### config.mk
export PLATFORM = sky130hd
export DESIGN_NAME = dspd_side
export DESIGN_NICKNAME = d
export VERILOG_FILES = /design/src/hdl/dspd_pkg.sv /design/src/hdl/dspd_side.sv
export SDC_FILE = /design/constraint.sdc
export NUM_CORES = 2
export LEC_CHECK = 0
export ABC_AREA = 0
export BUFFER_PORTS_ARGS = -buffer_cell sky130_fd_sc_hd__buf_2
export CELL_PAD_IN_SITES_DETAIL_PLACEMENT = 1
export CELL_PAD_IN_SITES_GLOBAL_PLACEMENT = 1
export CORE_ASPECT_RATIO = 0.9
export CORE_MARGIN = 1.5
export CORE_UTILIZATION = 45
export DETAILED_ROUTE_END_ITERATION = 8
export PLACE_DENSITY_LB_ADDON = 0.1
export SLEW_MARGIN = 0
export SYNTH_ARGS = -nofsm -noshare
export SYNTH_HDL_FRONTEND = slang
export SYNTH_SLANG_ARGS = --single-unit
### constraint.sdc
create_clock -name clock -period 9 [get_ports clock]
set_clock_uncertainty 0.05 [all_clocks]
set_input_delay 0.45 -clock clock [delete_from_list [all_inputs] [get_ports clock]]
set_output_delay 0.45 -clock clock [all_outputs]
set_load 0.02 [all_outputs]
### src/hdl/dspd_pkg.sv
`default_nettype none

package dspd_pkg;

   // Field and register widths.
   localparam int POS_W  = 24;
   localparam int ERR_W  = POS_W + 1;
   localparam int DER_W  = ERR_W + 1;
   localparam int INT_W  = 21;
   localparam int ACC_W  = ERR_W + 1;
   localparam int GAIN_W = 12;
   localparam int LIM_W  = 7;
   localparam int ZONE_W = 16;
   localparam int DRV_W  = 8;
   localparam int CSR_W  = 24;
   localparam int IDX_W  = 3;

   // Product and sum widths; the gains are unsigned Q4.8.
   localparam int FRAC_W = 8;
   localparam int P_W    = GAIN_W + 1 + ERR_W;
   localparam int I_W    = GAIN_W + 1 + INT_W;
   localparam int D_W    = GAIN_W + 1 + DER_W;
   localparam int SUM_W  = D_W + 2;
   localparam int Q_W    = SUM_W - FRAC_W;

   // Integral saturation bounds.
   localparam logic [INT_W-1:0] INT_MAX = {1'b0, {(INT_W-1){1'b1}}};
   localparam logic [INT_W-1:0] INT_MIN = {1'b1, {(INT_W-1){1'b0}}};

   // Settling thresholds on error and derivative magnitude.
   localparam logic [ERR_W-1:0] ERR_SETTLE = ERR_W'(10);
   localparam logic [DER_W-1:0] DER_SETTLE = DER_W'(5);

   // Register reset values.
   localparam logic [LIM_W-1:0]  LIMIT_RESET  = LIM_W'(127);
   localparam logic [GAIN_W-1:0] GAIN_P_RESET = GAIN_W'(102);
   localparam logic [GAIN_W-1:0] GAIN_I_RESET = GAIN_W'(44);
   localparam logic [GAIN_W-1:0] GAIN_D_RESET = GAIN_W'(64);
   localparam logic [ZONE_W-1:0] ZONE_RESET   = ZONE_W'(50);

   // Register indexes of the configuration port.
   typedef enum logic [IDX_W-1:0] {
      CSR_TARGET_LEFT   = 3'd0,
      CSR_TARGET_RIGHT  = 3'd1,
      CSR_LIMIT_LEFT    = 3'd2,
      CSR_LIMIT_RIGHT   = 3'd3,
      CSR_GAIN_P        = 3'd4,
      CSR_GAIN_I        = 3'd5,
      CSR_GAIN_D        = 3'd6,
      CSR_INTEGRAL_ZONE = 3'd7
   } dspd_csr_type;

   // Stage strobes shared by both side pipelines.
   typedef struct packed {
      logic restart;
      logic ld_state;
      logic ld_prod;
      logic ld_out;
   } dspd_ctrl_type;

endpackage

`default_nettype wire

### src/hdl/dspd_side.sv
`default_nettype none

module dspd_side
   import dspd_pkg::*;
(
   input  wire logic                    clock,
   input  wire logic                    reset,
   input  wire dspd_ctrl_type           ctrl,
   input  wire logic signed [ERR_W-1:0] err,
   input  wire logic [GAIN_W-1:0]       gain_p,
   input  wire logic [GAIN_W-1:0]       gain_i,
   input  wire logic [GAIN_W-1:0]       gain_d,
   input  wire logic [ZONE_W-1:0]       integral_zone,
   input  wire logic [LIM_W-1:0]        limit,
   output logic [DRV_W-1:0]             drive,
   output logic                         settled
);

   // Controller state carried from tick to tick.
   logic [ERR_W-1:0] last_error_ff;
   logic [INT_W-1:0] integral_ff;

   // State stage.
   logic [ERR_W-1:0] last_sel;
   logic [INT_W-1:0] integ_base;
   logic [DER_W-1:0] der_in;
   logic [ERR_W-1:0] err_abs;
   logic [DER_W-1:0] der_abs;
   logic [ACC_W-1:0] acc;
   logic [INT_W-1:0] acc_sat;
   logic [INT_W-1:0] integ_in;
   logic             settled_in;
   logic signed [ERR_W-1:0] err_s2_ff;
   logic signed [DER_W-1:0] der_s2_ff;
   logic signed [INT_W-1:0] integ_s2_ff;
   logic                    settled_s2_ff;

   // Product stage.
   logic signed [P_W-1:0] prod_p_in;
   logic signed [I_W-1:0] prod_i_in;
   logic signed [D_W-1:0] prod_d_in;
   logic signed [P_W-1:0] prod_p_ff;
   logic signed [I_W-1:0] prod_i_ff;
   logic signed [D_W-1:0] prod_d_ff;
   logic                  settled_s3_ff;

   // Output stage.
   logic [SUM_W-1:0]        sum;
   logic signed [Q_W-1:0]   quot;
   logic signed [Q_W-1:0]   lim_pos;
   logic signed [Q_W-1:0]   lim_neg;
   logic [DRV_W-1:0]        drive_in;
   logic [DRV_W-1:0]        drive_ff;
   logic                    settled_ff;

   // Derivative, integral zone with saturation, and the settling test.
   always_comb begin
      last_sel   = ctrl.restart ? err : last_error_ff;
      integ_base = ctrl.restart ? '0 : integral_ff;
      der_in     = {err[ERR_W-1], err} - {last_sel[ERR_W-1], last_sel};
      err_abs    = err[ERR_W-1] ? (~err + ERR_W'(1)) : err;
      der_abs    = der_in[DER_W-1] ? (~der_in + DER_W'(1)) : der_in;
      acc        = {{(ACC_W-INT_W){integ_base[INT_W-1]}}, integ_base}
                 + {{(ACC_W-ERR_W){err[ERR_W-1]}}, err};
      // The sum fits when every bit above the integral's sign agrees with it.
      if ((acc[ACC_W-1:INT_W-1] == '0) || (acc[ACC_W-1:INT_W-1] == '1)) begin
         acc_sat = acc[INT_W-1:0];
      end else begin
         acc_sat = acc[ACC_W-1] ? INT_MIN : INT_MAX;
      end
      integ_in   = (err_abs < {{(ERR_W-ZONE_W){1'b0}}, integral_zone}) ? acc_sat
                                                                       : integ_base;
      settled_in = (err_abs < ERR_SETTLE) && (der_abs < DER_SETTLE);
   end

   // The state moves only when a beat enters the state stage.
   always_ff @(posedge clock) begin
      if (reset) begin
         last_error_ff <= '0;
         integral_ff   <= '0;
      end else if (ctrl.ld_state) begin
         last_error_ff <= err;
         integral_ff   <= integ_in;
      end
   end

   always_ff @(posedge clock) begin
      if (ctrl.ld_state) begin
         err_s2_ff     <= err;
         der_s2_ff     <= $signed(der_in);
         integ_s2_ff   <= $signed(integ_in);
         settled_s2_ff <= settled_in;
      end
   end

   // Three gain multiplies, each registered.
   assign prod_p_in = $signed({1'b0, gain_p}) * err_s2_ff;
   assign prod_i_in = $signed({1'b0, gain_i}) * integ_s2_ff;
   assign prod_d_in = $signed({1'b0, gain_d}) * der_s2_ff;

   always_ff @(posedge clock) begin
      if (ctrl.ld_prod) begin
         prod_p_ff     <= prod_p_in;
         prod_i_ff     <= prod_i_in;
         prod_d_ff     <= prod_d_in;
         settled_s3_ff <= settled_s2_ff;
      end
   end

   // Sum, floor by the Q4.8 scale, clamp to the symmetric limit.
   always_comb begin
      sum = {{(SUM_W-P_W){prod_p_ff[P_W-1]}}, prod_p_ff}
          + {{(SUM_W-I_W){prod_i_ff[I_W-1]}}, prod_i_ff}
          + {{(SUM_W-D_W){prod_d_ff[D_W-1]}}, prod_d_ff};
      quot    = $signed(sum[SUM_W-1:FRAC_W]);
      lim_pos = $signed({{(Q_W-LIM_W){1'b0}}, limit});
      lim_neg = -lim_pos;
      priority if (quot > lim_pos) begin
         drive_in = lim_pos[DRV_W-1:0];
      end else if (quot < lim_neg) begin
         drive_in = lim_neg[DRV_W-1:0];
      end else begin
         drive_in = quot[DRV_W-1:0];
      end
   end

   always_ff @(posedge clock) begin
      if (ctrl.ld_out) begin
         drive_ff   <= drive_in;
         settled_ff <= settled_s3_ff;
      end
   end

   assign drive   = drive_ff;
   assign settled = settled_ff;

endmodule

`default_nettype wire

==> results.json <==
{
  "routed_via_density": 5.378,
  "crit_fanout": 12,
  "slew_headroom_pct": 36.27,
  "cp_data_required_time_ns": 9.25,
  "cts-root-buf": "clkbuf_16",
  "ioPinCount": 99,
  "yosysUniqueCellTypes": 74,
  "wl_met3_um": 7272,
  "synth.ff_latch_count": 240,
  "firstDrtPassIters": 5,
  "ff2ff_setup_slack_ns": 1.60,
  "drt_iter0_drc": 1777,
  "cts.repair.resized": 0,
  "synth.most_common_cell": "inv_1",
  "gp_congestion": 0.8454,
  "synthesis.nets": 6232,
  "setup.worst_path.start_class": "flop",
  "die_x_um": 339.4,
  "wire_per_inst_um": 21.04,
  "core_area_sq_um": 100500,
  "grt_max_degree": 65,
  "drt-met1-wl_um": 61750,
  "num_vias": 33620,
  "cts_inserted_buffers": 34,
  "min_period_ns": 7.402,
  "maxCapViolations": 0,
  "insertion_delay_ns": 0.56,
  "grt_pass1_wl_um": 209700,
  "cts_buffer_depth": 3,
  "ys.flop_type": "edfxtp_1",
  "avgSynthCellArea_sq_um": 9.291,
  "yosys_warnings": 0,
  "fp.dieH_um": 305.8,
  "top_layer_used": "met4",
  "cts.sinks": 240,
  "yosysTopAreaCellShare_pct": 35.55,
  "grtUsageTotal_pct": 25.91,
  "slew_viol_final": 0,
  "port_buffers": 98,
  "fmax_mhz": 135.1,
  "synth_area_leaders": "fa_1 (36%), edfxtp_1 (13%), ha_1 (11%), inv_1 (7.6%), nand2_1 (5.3%)",
  "h-tree-depth": 2,
  "cts_setup_buffers": 0,
  "rsz0062_at_grt": "no",
  "worst_pin_slew_ns": 0.9536,
  "nets": 6173,
  "synth_edf_count": 194,
  "finalCritPeriodShare_pct": 82.24,
  "synthCells": 4934,
  "floorplan.die_area_sq_um": 103800,
  "clk_pin_slew_worst_paths_ns": 0.07,
  "yosys-top-cells-count": "inv_1 (926), fa_1 (814), nand2_1 (642)",
  "wl_met2_um": 59560,
  "grt_overflow": 0,
  "start_util_pct": 45.63,
  "grt_pass1_vias": 36910,
  "drcViolationCount": 0,
  "crit_arrival_ns": 7.66,
  "ant_nets": 0,
  "yosysTopAreaCell": "fa_1",
  "min-delay-path-class": "in -> reg",
  "cts_tree": "done",
  "setup_viol": 0,
  "worstSetupEndpointType": "flop",
  "nFillCells": 11580,
  "syn_area_sq_um": 45840,
  "hold_viol": 0,
  "syn_to_final_growth_pct": 5.835,
  "hold_buffers": 0,
  "async_flop_share_pct": 0,
  "wl_um": 131500,
  "seqCellArea_sq_um": 6746,
  "multi_input_area_sq_um": 34850,
  "layout-drive-gt1-share_pct": 3.816,
  "fin_setup_tns_ns": 0,
  "placementRows": 110,
  "critPathKind": "reg -> reg",
  "dp_hpwl_um": 106700,
  "synth_seq_area_share_pct": 14.72,
  "outcome": "finished clean",
  "antenna_found_initial": 12
}
metal layers:
layer,vias to the layer above,GRT usage (%)
met2,669,41.17
li1,15490,-
met1,17320,37.12
met4,0,5.980
met5,-,0
met3,140,4.173
cell type report:
cell class	count	area share [%]
multi-input cells	3563	71.83
repair buffers	110	1.207
inverters	926	7.164
flip-flops and latches	240	13.91
clock inverters	18	0.3972
clock buffers	44	2.004
diodes	6	0.03095
well taps	1344	3.466
critical path: stages (launching register included):
cell,delay [ns]
edfxtp_1,0.69
nand2_1,0.18
fa_1,0.57
inv_1,0.05
fa_1,0.47
inv_1,0.05
fa_1,0.51
inv_1,0.06
fa_1,0.44
fa_1,0.47
ha_1,0.36
a21oi_1,0.25
o21bai_1,0.10
a21o_1,0.19
a2111oi_0,0.74
o31ai_1,0.31
a31o_2,0.30
a21oi_1,0.22
o21bai_1,0.11
a2111o_1,0.48
a31o_2,0.25
a21oi_1,0.22
xnor2_1,0.09
path summary, 6_finish.rpt:
path / startpoint / end / depth (start not counted)
worst min-delay path: limit[3] / drive[3] / 3
worst min register to register: settled_s3_ff / settled / 0
worst max register to register: integ_s2_ff[8] / prod_i_ff[31] / 22
worst max-delay path: integ_s2_ff[8] / prod_i_ff[31] / 22
cells by family after synthesis:
logic type	after synthesis	share of synthesized area (%)
multiplexers	65	1.430
flip-flops	240	14.72
AO/OA/AOI/OAI	631	9.007
adder cells (fa/ha/maj)	1208	46.30
buffers and inverters	1131	9.266
AND/OR/NAND/NOR	1465	15.57
XOR/XNOR	194	3.707
placed cells by master, fill, tap and decap left out, drive strengths merged, types with 17 or more instances in the layout:
| cell type | synthesis | final |
|---|---|---|
| nand4 | 24 | 24 |
| nand2b | 33 | 33 |
| edfxtp | 194 | 194 |
| xor2 | 56 | 56 |
| a21oi | 177 | 177 |
| and2 | 372 | 372 |
| dfxtp | 46 | 46 |
| buf | 6 | 110 |
| nor2 | 167 | 167 |
| nor4 | 18 | 18 |
| ha | 394 | 394 |
| xnor2 | 138 | 138 |
| a21o | 87 | 87 |
| a211oi | 17 | 17 |
| clkbuf | 199 | 44 |
| o211ai | 19 | 19 |
| o21a | 30 | 30 |
| inv | 926 | 929 |
| nor2b | 44 | 44 |
| fa | 814 | 814 |
| o31ai | 18 | 18 |
| o21ai | 120 | 120 |
| mux2i | 61 | 61 |
| nand2 | 642 | 642 |
| nor3 | 45 | 45 |
| a31oi | 20 | 20 |
| nand3 | 43 | 43 |
| o21bai | 28 | 28 |
sequential cells by signal (all words and copies together), names as in the netlist:
name and cells:
prod_p_ff 38, integ_s2_ff 21, integral_ff 21, prod_d_ff 39, last_error_ff 25, settled_s2_ff 1, drive 8, prod_i_ff 34
der_s2_ff 26, err_s2_ff 25, settled_s3_ff 1, settled 1
stage by stage:
| stage | setup slack (ns) | utilization [%] | area [sq um] | std cells | hold slack (ns) |
|---|---|---|---|---|---|
| 3_3_place_gp | 1.617 | 47.11 | 47340 | 6183 | 0.3656 |
| 5_1_grt | 1.026 | 48.28 | 48510 | 6247 | 0.1876 |
| 4_1_cts | 1.504 | 48.27 | 48500 | 6245 | 0.1428 |
| 6_report | 1.598 | 48.29 | 48520 | 6251 | 0.1679 |
| 2_1_floorplan | 2.331 | - | 45840 | 4934 | 0.3503 |
| 3_5_place_dp | 1.340 | 47.11 | 47340 | 6183 | 0.3732 |
Power is left out: the tool's default activity adds up to more than one toggle a clock period on the data nets, which glitch-free logic cannot reach.
