$ cat src/hdl/dspd_pkg.sv
`default_nettype none

package dspd_pkg;

   // Field and register widths.
   localparam int POS_W  = 24;
   localparam int ERR_W  = POS_W + 1;
   localparam int DER_W  = ERR_W + 1;
   localparam int INT_W  = 21;
   localparam int ACC_W  = ERR_W + 1;
   localparam int GAIN_W = 12;
   localparam int LIM_W  = 7;
   localparam int ZONE_W = 16;
   localparam int DRV_W  = 8;
   localparam int CSR_W  = 24;
   localparam int IDX_W  = 3;

   // Product and sum widths; the gains are unsigned Q4.8.
   localparam int FRAC_W = 8;
   localparam int P_W    = GAIN_W + 1 + ERR_W;
   localparam int I_W    = GAIN_W + 1 + INT_W;
   localparam int D_W    = GAIN_W + 1 + DER_W;
   localparam int SUM_W  = D_W + 2;
   localparam int Q_W    = SUM_W - FRAC_W;

   // Integral saturation bounds.
   localparam logic [INT_W-1:0] INT_MAX = {1'b0, {(INT_W-1){1'b1}}};
   localparam logic [INT_W-1:0] INT_MIN = {1'b1, {(INT_W-1){1'b0}}};

   // Settling thresholds on error and derivative magnitude.
   localparam logic [ERR_W-1:0] ERR_SETTLE = ERR_W'(10);
   localparam logic [DER_W-1:0] DER_SETTLE = DER_W'(5);

   // Register reset values.
   localparam logic [LIM_W-1:0]  LIMIT_RESET  = LIM_W'(127);
   localparam logic [GAIN_W-1:0] GAIN_P_RESET = GAIN_W'(102);
   localparam logic [GAIN_W-1:0] GAIN_I_RESET = GAIN_W'(44);
   localparam logic [GAIN_W-1:0] GAIN_D_RESET = GAIN_W'(64);
   localparam logic [ZONE_W-1:0] ZONE_RESET   = ZONE_W'(50);

   // Register indexes of the configuration port.
   typedef enum logic [IDX_W-1:0] {
      CSR_TARGET_LEFT   = 3'd0,
      CSR_TARGET_RIGHT  = 3'd1,
      CSR_LIMIT_LEFT    = 3'd2,
      CSR_LIMIT_RIGHT   = 3'd3,
      CSR_GAIN_P        = 3'd4,
      CSR_GAIN_I        = 3'd5,
      CSR_GAIN_D        = 3'd6,
      CSR_INTEGRAL_ZONE = 3'd7
   } dspd_csr_type;

   // Stage strobes shared by both side pipelines.
   typedef struct packed {
      logic restart;
      logic ld_state;
      logic ld_prod;
      logic ld_out;
   } dspd_ctrl_type;

endpackage

`default_nettype wire

$ cat src/hdl/dspd_error.sv
`default_nettype none

module dspd_error
   import dspd_pkg::*;
(
   input  wire logic                    clock,
   input  wire logic                    load,
   input  wire logic signed [POS_W-1:0] target_left,
   input  wire logic signed [POS_W-1:0] target_right,
   input  wire logic signed [POS_W-1:0] left_front_position,
   input  wire logic signed [POS_W-1:0] left_back_position,
   input  wire logic signed [POS_W-1:0] right_front_position,
   input  wire logic signed [POS_W-1:0] right_back_position,
   output logic signed [ERR_W-1:0]      err_left,
   output logic signed [ERR_W-1:0]      err_right
);

   logic [ERR_W-1:0] sum_left;
   logic [ERR_W-1:0] sum_right;
   logic [POS_W-1:0] half_left;
   logic [POS_W-1:0] half_right;
   logic [ERR_W-1:0] err_left_in;
   logic [ERR_W-1:0] err_right_in;
   logic [ERR_W-1:0] err_left_ff;
   logic [ERR_W-1:0] err_right_ff;

   // Average each encoder pair; dropping the low bit floors the half.
   always_comb begin
      sum_left   = {left_front_position[POS_W-1], left_front_position}
                 + {left_back_position[POS_W-1], left_back_position};
      sum_right  = {right_front_position[POS_W-1], right_front_position}
                 + {right_back_position[POS_W-1], right_back_position};
      half_left  = sum_left[ERR_W-1:1];
      half_right = sum_right[ERR_W-1:1];
      // The right motors are reversed, so its negated position adds back in.
      err_left_in  = {target_left[POS_W-1], target_left}
                   - {half_left[POS_W-1], half_left};
      err_right_in = {target_right[POS_W-1], target_right}
                   + {half_right[POS_W-1], half_right};
   end

   // Error stage register.
   always_ff @(posedge clock) begin
      if (load) begin
         err_left_ff  <= err_left_in;
         err_right_ff <= err_right_in;
      end
   end

   assign err_left  = $signed(err_left_ff);
   assign err_right = $signed(err_right_ff);

endmodule

`default_nettype wire

$ cat config.mk
export PLATFORM = sky130hd
export DESIGN_NAME = dspd_error
export DESIGN_NICKNAME = d
export VERILOG_FILES = /design/src/hdl/dspd_pkg.sv /design/src/hdl/dspd_error.sv
export SDC_FILE = /design/constraint.sdc
export NUM_CORES = 1
export LEC_CHECK = 0
export ABC_AREA = 1
export BUFFER_PORTS_ARGS = -buffer_cell sky130_fd_sc_hd__buf_2
export CORE_MARGIN = 2
export CORE_UTILIZATION = 32
export CTS_BUF_LIST = sky130_fd_sc_hd__clkbuf_16
export CTS_CLUSTER_SIZE = 28
export DETAILED_ROUTE_END_ITERATION = 8
export PLACE_DENSITY = 0.55
export SKIP_LAST_GASP = 1
export SLEW_MARGIN = 20
export SYNTH_ARGS = -nofsm -noshare
export SYNTH_HDL_FRONTEND = slang
export SYNTH_SLANG_ARGS = --single-unit
$ cat constraint.sdc
create_clock -name clock -period 2.7 [get_ports clock]
set_input_delay 0.135 -clock clock [delete_from_list [all_inputs] [get_ports clock]]
set_output_delay 0.135 -clock clock [all_outputs]
set_load 0.05 [all_outputs]
==> results.toml, run 1 <==
[synthesis]
ys_warn_count = 0
ys.flop_type = "edfxtp_1"
postSynthAreaPerCell_um2 = 5.616
ys_top_cells_by_count = "nand2_1 (681), inv_1 (344), nor2_1 (104)"
yosys.area.top_type = "nand2_1"
post-synth-top-count-cell = "nand2_1"
synth-seq-area-share_pct = 17.39
syn_inst = 1537
synth_top_area_share_pct = 29.61
synth_area_leaders = "nand2_1 (30%), edfxtp_1 (17%), inv_1 (15%), ha_1 (14%), nor2_1 (4.5%)"
synth-async-reset-ratio_pct = 0
ys_ff_latch = 50
synth-edff-count = 50
syn_nets = 1782
synth_area_mm2 = 0.008632
yosysUniqueCellTypes = 20

[die]
die_h_um = 168.2
io_pins = 196
fp.coreArea_mm2 = 0.02673
start_util_pct = 32.30
dieArea_mm2 = 0.02830
num_rows = 60
die_width_um = 168.2

[worst_setup_path]
cp-endpoint = "err_left[19]"
arrival_ps = 2660
cp_common_cell = "nand2_1"
crit_fanout = 4
worst_setup_path_start_kind = "input port"
crit_slowest_cell = "ha_1"
slowest_delay_ps = 370
critical_path.cell_chain = "buf_2, ha_1, nand2_1, nor2_2, nand3_1, nand3_1, nand2_1, nand3b_1, nand2_1, ha_1, nand2_1, nor2_2, and2_1, nand3b_1, nand4_1, nand2_1"
required_ps = 2760
startpoint = "left_front_position[6]"
worstSetupPathType = "in2reg"
critPathCaptureType = "flip-flop"

[sta]
slew_headroom_pct = 47.46
holdWs_ps = 125.9
slew_violations = 0
final.min_clock_period_ps = 2600
rsz0062_at_grt = "true"
hold_viol_final = 0
fmax_mhz = 384.6
finalSetupViolCount = 0
fin_setup_tns_ps = 0
timing.final.crit_share_pct = 96.29
tightest_slew_ps = 788.0

[power]
switchingPower_mw = 3.370
irDropWorstVdd_mv = 0.2774
p_leak_nw = 7.054
swShare_pct = 50.64
sequentialPowerShare_pct = 18.9
pwr-share-comb_pct = 69.5
p_int_mw = 3.285
clkPwrFrac_pct = 11.6
power_mw = 6.655
cellPowerDensity_mw_per_mm2 = 568.9

[global_routing]
grt_max_degree = 30
track_usage_pct = 20.29
grt_pass1_vias = 9263
grt-ovfl-total = 0
antenna_found_initial = 4
grt_pass1_wl_um = 46060

[clocking]
cts_buffer_depth = 2
cts_max_level = 2
cts-root-buf = "clkbuf_16"
cts_made_buffers = 5
tritoncts = "yes"
cts_sinks = 50
cts.clk_slew.worst_paths_ps = 70

[final_layout]
area_growth_pct = 35.51
drive_gt1_share_pct = 24.54
multiInputGateArea_mm2 = 0.006252
fill_cells = 2900
ff_latch_area_mm2 = 0.001501
final_nets = 2127

[route]
detail_route.wl_per_cell_um = 12.85
drc = 0
final_antenna_net_count = 0
vias_per_cell = 4.434
wirelength_um = 28600
vias = 9865
drt_iter0_drc = 442
first_pass_iters = 5

[place]
place.detailed.hpwl_um = 25330
gp_congestion = 0.9598
io_buffers = 195

[min_path]
hold_class = "in2reg"

[job]
drv_cap = 0

[run_status]
outcome = "finished clean"
## cells in the final DEF, fill, tap and decap left out, drive strengths merged
cell type,Yosys,routed
a21o,4,4
a21oi,49,49
and2,11,11
buf,0,338
bufinv,0,1
clkbuf,0,5
clkinvlp,0,1
diode,0,1
edfxtp,50,50
fa,4,4
ha,95,95
inv,344,345
nand2,690,690
nand3,74,74
nand3b,11,11
nand4,24,24
nor2,119,119
nor3,7,7
or2,2,2
xnor2,12,12
xor2,41,41
## logic make-up (layout without fill, tap and decap cells)
kind of cell / after synthesis / count (layout) / share of synthesized area, %
AO/OA/AOI/OAI: 53 / 53 / 3.189
flip-flops: 50 / 50 / 17.39
adder cells (fa/ha/maj): 99 / 99 / 14.70
AND/OR/NAND/NOR: 938 / 938 / 44.38
other: 0 / 1 / 0
buffers and inverters: 344 / 690 / 14.96
XOR/XNOR: 53 / 53 / 5.378
## final cells by class
class	count	share of cell area, %
clock inverters	3	0.4172
multi-input cells	1143	53.45
clock buffers	5	1.070
well taps	341	3.647
flip-flops and latches	50	12.84
diodes	1	0.02139
inverters	344	11.04
repair buffers	338	17.52
## registers in the layout (all words and copies together), names as in the netlist
register and count:
err_right 25, err_left 25
## power groups by stage
stage	clock network (mW)	registers [mW]	logic, mW
after global routing	0.822	1.28	5.10
after floorplan	0	2.11	2.06
after detailed placement	0	1.28	4.41
after global placement	0	1.28	4.40
after CTS	0.801	1.27	4.43
final	0.771	1.26	4.62
## critical path: cells and delay by family
family	cells	cell delay [ps]
AND/OR/NAND/NOR	13	1720
buffers and inverters	1	100
adder cells (fa/ha/maj)	2	720
## per-layer routing
| layer | up-vias | GRT usage, % | wire length [um] |
|---|---|---|---|
| met1 | 4273 | 26.73 | 13480 |
| li1 | 5339 | - | - |
| met4 | 4 | 4.985 | 541 |
| met2 | 217 | 35.36 | 13360 |
| met3 | 32 | 2.351 | 1192 |
| met5 | - | 0 | 27 |
## repair_timing
item,CTS,global route
resized for setup,2,98
setup buffers,0,3
setup endpoints to repair,3,28
pin swaps,0,9
hold buffers,0,0
## how the worst min path moves through the flow
stage / from / endpoint / slack [ps] / cells past startpoint
2_1_floorplan: load / err_left[0] / 250 / 0
6_report: target_right[0] / err_right[0] / 130 / 2
5_1_grt: target_right[0] / err_right[0] / 150 / 2
3_3_place_gp: target_right[0] / err_right[0] / 440 / 2
3_5_place_dp: target_right[0] / err_right[0] / 440 / 2
4_1_cts: target_right[0] / err_right[0] / 120 / 2
## through the flow
step	area [um^2]	worst slack (ps)	cells	utilization [%]
2_1_floorplan	8632	309.5	1537	-
3_3_place_gp	11090	-429.8	2213	41.48
3_5_place_dp	11090	-399.3	2213	41.48
4_1_cts	11270	30.85	2221	42.15
5_1_grt	11700	-48.64	2225	43.77
6_report	11700	100.2	2225	43.77
Note: power is estimated with default switching activity, not from simulation.
==> run 2, diff against run 1 <==
--- a/config.mk
+++ b/config.mk
@@ -8,11 +8,11 @@
 export ABC_AREA = 1
 export BUFFER_PORTS_ARGS = -buffer_cell sky130_fd_sc_hd__buf_2
 export CORE_MARGIN = 2
-export CORE_UTILIZATION = 32
+export CORE_UTILIZATION = 55
 export CTS_BUF_LIST = sky130_fd_sc_hd__clkbuf_16
 export CTS_CLUSTER_SIZE = 28
 export DETAILED_ROUTE_END_ITERATION = 8
-export PLACE_DENSITY = 0.55
+export PLACE_DENSITY = 0.84
 export SKIP_LAST_GASP = 1
 export SLEW_MARGIN = 20
 export SYNTH_ARGS = -nofsm -noshare
==> run 2 against run 1 <==
  * Cell count fell by 7.7%
  * Setup slack improved by 45 ps
  * Sequential power barely moved
  * Largest power group unchanged
==> results.toml, run 2 (synthesized netlist as in run 1, its figures left out) <==
[run_status]
outcome = "finished clean"

[job]
drv_cap = 0

[power]
cellPowerDensity_mw_per_mm2 = 569.9
irDropWorstVdd_mv = 0.4750
power_mw = 6.314
p_leak_nw = 6.839

[global_routing]
grt_max_degree = 27
track_usage_pct = 29.67
grt_pass1_vias = 8990
antenna_found_initial = 1
grt_pass1_wl_um = 40050
grt-ovfl-total = 0

[clocking]
tritoncts = "yes"
cts-root-buf = "clkbuf_16"
cts.hold.buffers_added = 0
cts_setup_buffers = 0
cts.clk_slew.worst_paths_ps = 70
cts_max_level = 2
cts_sinks = 50
cts_buffer_depth = 2
cts_made_buffers = 5

[worst_setup_path]
worstSetupPathType = "in2reg"
arrival_ps = 2620
worst_setup_path_start_kind = "input port"
crit_fanout = 4
required_ps = 2760
critPathCaptureType = "flip-flop"

[sta]
slew_violations = 0
final.min_clock_period_ps = 2555
final.setup.worst_slack_ps = 144.9
tightest_slew_ps = 627.6
fin_setup_tns_ps = 0
hold_viol_final = 0
holdWs_ps = 127.1
rsz0062_at_grt = "true"
finalSetupViolCount = 0
slew_headroom_pct = 58.16
fmax_mhz = 391.4
timing.final.crit_share_pct = 94.63

[die]
num_rows = 45
dieArea_mm2 = 0.01671
io_pins = 196
die_h_um = 129.3
die_width_um = 129.3
fp.coreArea_mm2 = 0.01526
start_util_pct = 56.57

[place]
place_area_mm2 = 0.01063
dp_slack_ps = -176.5
place.detailed.hpwl_um = 21960
dp_cells = 2044
gp_congestion = 0.9440
io_buffers = 195

[route]
vias = 10070
drc = 0
detail_route.wl_per_cell_um = 12.35
final_antenna_net_count = 0
wirelength_um = 25360
vias_per_cell = 4.905
first_pass_iters = 5
drt_iter0_drc = 830

[final_layout]
fin_util_pct = 72.61
multiInputGateArea_mm2 = 0.006140
area_growth_pct = 28.35
final_cell_mix = "nand2_1 (659), inv_1 (344), buf_2 (195), buf_4 (101), nor2_1 (86)"
drive_gt1_share_pct = 22.11
instances_no_fill = 2053
final_nets = 2085
ff_latch_area_mm2 = 0.001501
final_common_cell = "nand2_1"
final_area_mm2 = 0.01108
fill_cells = 1370

[min_path]
hold_class = "in2reg"
hold_depth = 2
[run 2: final timing paths]
kind | from | to
setup / recovery | left_front_position[3] | err_left[18]
hold / removal | target_right[0] | err_right[0]
[run 2: worst max-delay path, cell delays in order]
cell and delay [ps]:
buf_2 110, ha_1 350, nand2_2 130, inv_1 50
nand2_1 90, nand2_1 60, nand2_1 70, nand3_1 100
xnor2_1 320, ha_1 360, nand2_1 180, inv_1 60
nand2_1 60, nand2_1 60, inv_1 60, nand3_1 150
nand2_1 120, nand2_1 50, nand2_1 50, nand2_1 50
[run 2: final cells by class]
type | count | area share [%]
Tap cell | 211 | 2.383
Clock buffer | 5 | 1.129
Clock inverter | 3 | 0.1920
Inverter | 344 | 11.65
Multi-Input combinational cell | 1143 | 55.41
Timing Repair Buffer | 296 | 15.65
Antenna cell | 1 | 0.02259
Sequential cell | 50 | 13.55
[run 2: repair_timing]
item,4_1_cts,5_1_grt
setup endpoints to repair,0,22
endpoints found under the hold margin,0,0
gates resized for setup,0,81
[run 2: power breakdown]
part	total, mW	internal, mW	switching, mW	leakage [nW]
clock	0.637	0.344	0.293	0.0698
combinational	4.42	1.50	2.92	6.28
sequential	1.26	1.20	0.0591	0.489
total	6.31	3.04	3.27	6.84
[run 2: metal layers]
metal  up-vias  GRT usage [%]  routed length, um
met4         0          7.481                423
met1      4419          41.35              11830
li1       5252              -                  -
met2       367          49.97              11580
met3        32          2.188               1532
met5         -              0                  0
==> run 3, diff against run 2 <==
--- a/config.mk
+++ b/config.mk
@@ -7,9 +7,8 @@
 export LEC_CHECK = 0
 export ABC_AREA = 1
 export BUFFER_PORTS_ARGS = -buffer_cell sky130_fd_sc_hd__buf_2
-export CORE_MARGIN = 2
 export CORE_UTILIZATION = 55
-export CTS_BUF_LIST = sky130_fd_sc_hd__clkbuf_16
+export CTS_BUF_LIST = sky130_fd_sc_hd__clkbuf_8
 export CTS_CLUSTER_SIZE = 28
 export DETAILED_ROUTE_END_ITERATION = 8
 export PLACE_DENSITY = 0.84
==> run 3 against run 2 <==
  * Clock-buffer cell count stayed put
  * Largest cell class unchanged
  * Cell area is 2.7% lower
  * Non-clock buffer count is 6 lower
  * Worst hold slack worse by 33 ps
  * Setup slack better by 37 ps
==> results.toml, run 3 (synthesized netlist as in run 1, its figures left out) <==
[run_status]
outcome = "finished clean"

[die]
io_pins = 196
die_h_um = 127.3
fp.coreArea_mm2 = 0.01526
start_util_pct = 56.57
die_width_um = 127.3
dieArea_mm2 = 0.01620
num_rows = 45

[route]
drt_iter0_drc = 739
vias = 9860
drc = 0
detail_route.wl_per_cell_um = 11.79
vias_per_cell = 4.819
first_pass_iters = 8
wirelength_um = 24120
final_antenna_net_count = 0

[final_layout]
drive_gt1_share_pct = 19.25
instances_no_fill = 2046
ff_latch_area_mm2 = 0.001501
final_area_mm2 = 0.01078
final_common_cell = "nand2_1"
multiInputGateArea_mm2 = 0.005947
final_nets = 2079
final_cell_mix = "nand2_1 (675), inv_1 (343), buf_2 (195), nor2_1 (95), buf_4 (95)"
area_growth_pct = 24.87
fin_util_pct = 70.64
fill_cells = 1389

[power]
switchingPower_mw = 3.153
p_int_mw = 2.823
p_leak_nw = 6.764
cellPowerDensity_mw_per_mm2 = 554.4
swShare_pct = 52.76
irDropWorstVdd_mv = 0.4725
clkPwrFrac_pct = 7.4
pwr-share-comb_pct = 71.7
power_mw = 5.975
sequentialPowerShare_pct = 20.9

[sta]
tightest_slew_ps = 1071
slew_violations = 0
rsz0062_at_grt = "true"
fmax_mhz = 397.1
final.min_clock_period_ps = 2518
finalSetupViolCount = 0
hold_viol_final = 0
slew_headroom_pct = 28.62
timing.final.crit_share_pct = 93.26

[global_routing]
grt_max_degree = 51
grt_pass1_vias = 8579
antenna_found_initial = 1
track_usage_pct = 29.95
grt_pass1_wl_um = 38910
grt-ovfl-total = 0

[place]
dp_cells = 2035
place.detailed.hpwl_um = 21130
place_area_mm2 = 0.01056
io_buffers = 195
gp_congestion = 0.9456

[worst_setup_path]
startpoint = "right_front_position[12]"
worstSetupPathType = "in2reg"
slowest_delay_ps = 390
cp_common_cell = "nand2_1"
critPathCaptureType = "flip-flop"
arrival_ps = 2570
required_ps = 2760
cp_num_buf_inv = 4
worst_setup_path_start_kind = "input port"
critical_path.cell_chain = "buf_2, ha_1, nand2_1, inv_1, a21oi_1, nand2_1, inv_1, a21o_1, nand2_1, ha_1, nand2_1, inv_1, a21oi_1, nand2_1, nand2_1, nand3_1, nand2_1, nand2_1"
crit_slowest_cell = "ha_1"
crit_fanout = 4
crit_family = "simple AND/OR/NAND/NOR gates"

[clocking]
cts.clk_slew.worst_paths_ps = 110
cts_sinks = 50
cts-root-buf = "clkbuf_8"
cts_max_level = 2
cts_buffer_depth = 2
cts_made_buffers = 5
tritoncts = "yes"

[job]
drv_cap = 0

[min_path]
min_from = "target_right[0]"
hold_class = "in2reg"
==> run 3: worst paths after layout <==
kind | to | slack [ps] | depth (start not counted)
max | err_right[22] | 180 | 18
min | err_right[0] | 90 | 2
==> run 3: final cells by class <==
cell class                      instances  area share [%]
Multi-Input combinational cell       1143           55.17
Timing Repair Buffer                  290           15.67
Sequential cell                        50           13.93
Inverter                              344           11.98
Tap cell                              211           2.449
Clock buffer                            5          0.6384
Clock inverter                          2          0.1393
Antenna cell                            1         0.02322
==> run 3: metrics by stage <==
step / TNS [ps] / hold WS (ps) / worst slack (ps)
after floorplan: 0 / 247.5 / 309.5
after global placement: -1461 / 435.9 / -161.8
after detailed placement: -2656 / 436.7 / -186.8
after CTS: 0 / 93.46 / 148.3
after global routing: -74.52 / 115.6 / -40.98
final: 0 / 94.17 / 181.9
==> run 3: repair_timing <==
item                       CTS  global route
setup endpoints to repair    0            19
buffers inserted             0             3
hold buffers                 0             0
resized for setup            0            30
hold endpoints to repair     0             0
==> run 3: metal layers <==
| layer | global-route usage [%] | wire length (um) | share of wire, % |
|---|---|---|---|
| met5 | 0 | 0 | 0 |
| met1 | 43.11 | 11400 | 47 |
| met2 | 47.73 | 10550 | 44 |
| met4 | 9.524 | 561 | 2.3 |
| met3 | 1.968 | 1613 | 6.7 |
==> run 3: power by group through the flow <==
stage | clock network (mW) | registers [mW] | logic [mW]
3_3_place_gp | 0 | 1.26 | 4.05
4_1_cts | 0.445 | 1.25 | 4.15
6_report | 0.441 | 1.25 | 4.29
5_1_grt | 0.475 | 1.27 | 4.71
2_1_floorplan | 0 | 2.11 | 2.06
3_5_place_dp | 0 | 1.27 | 4.14
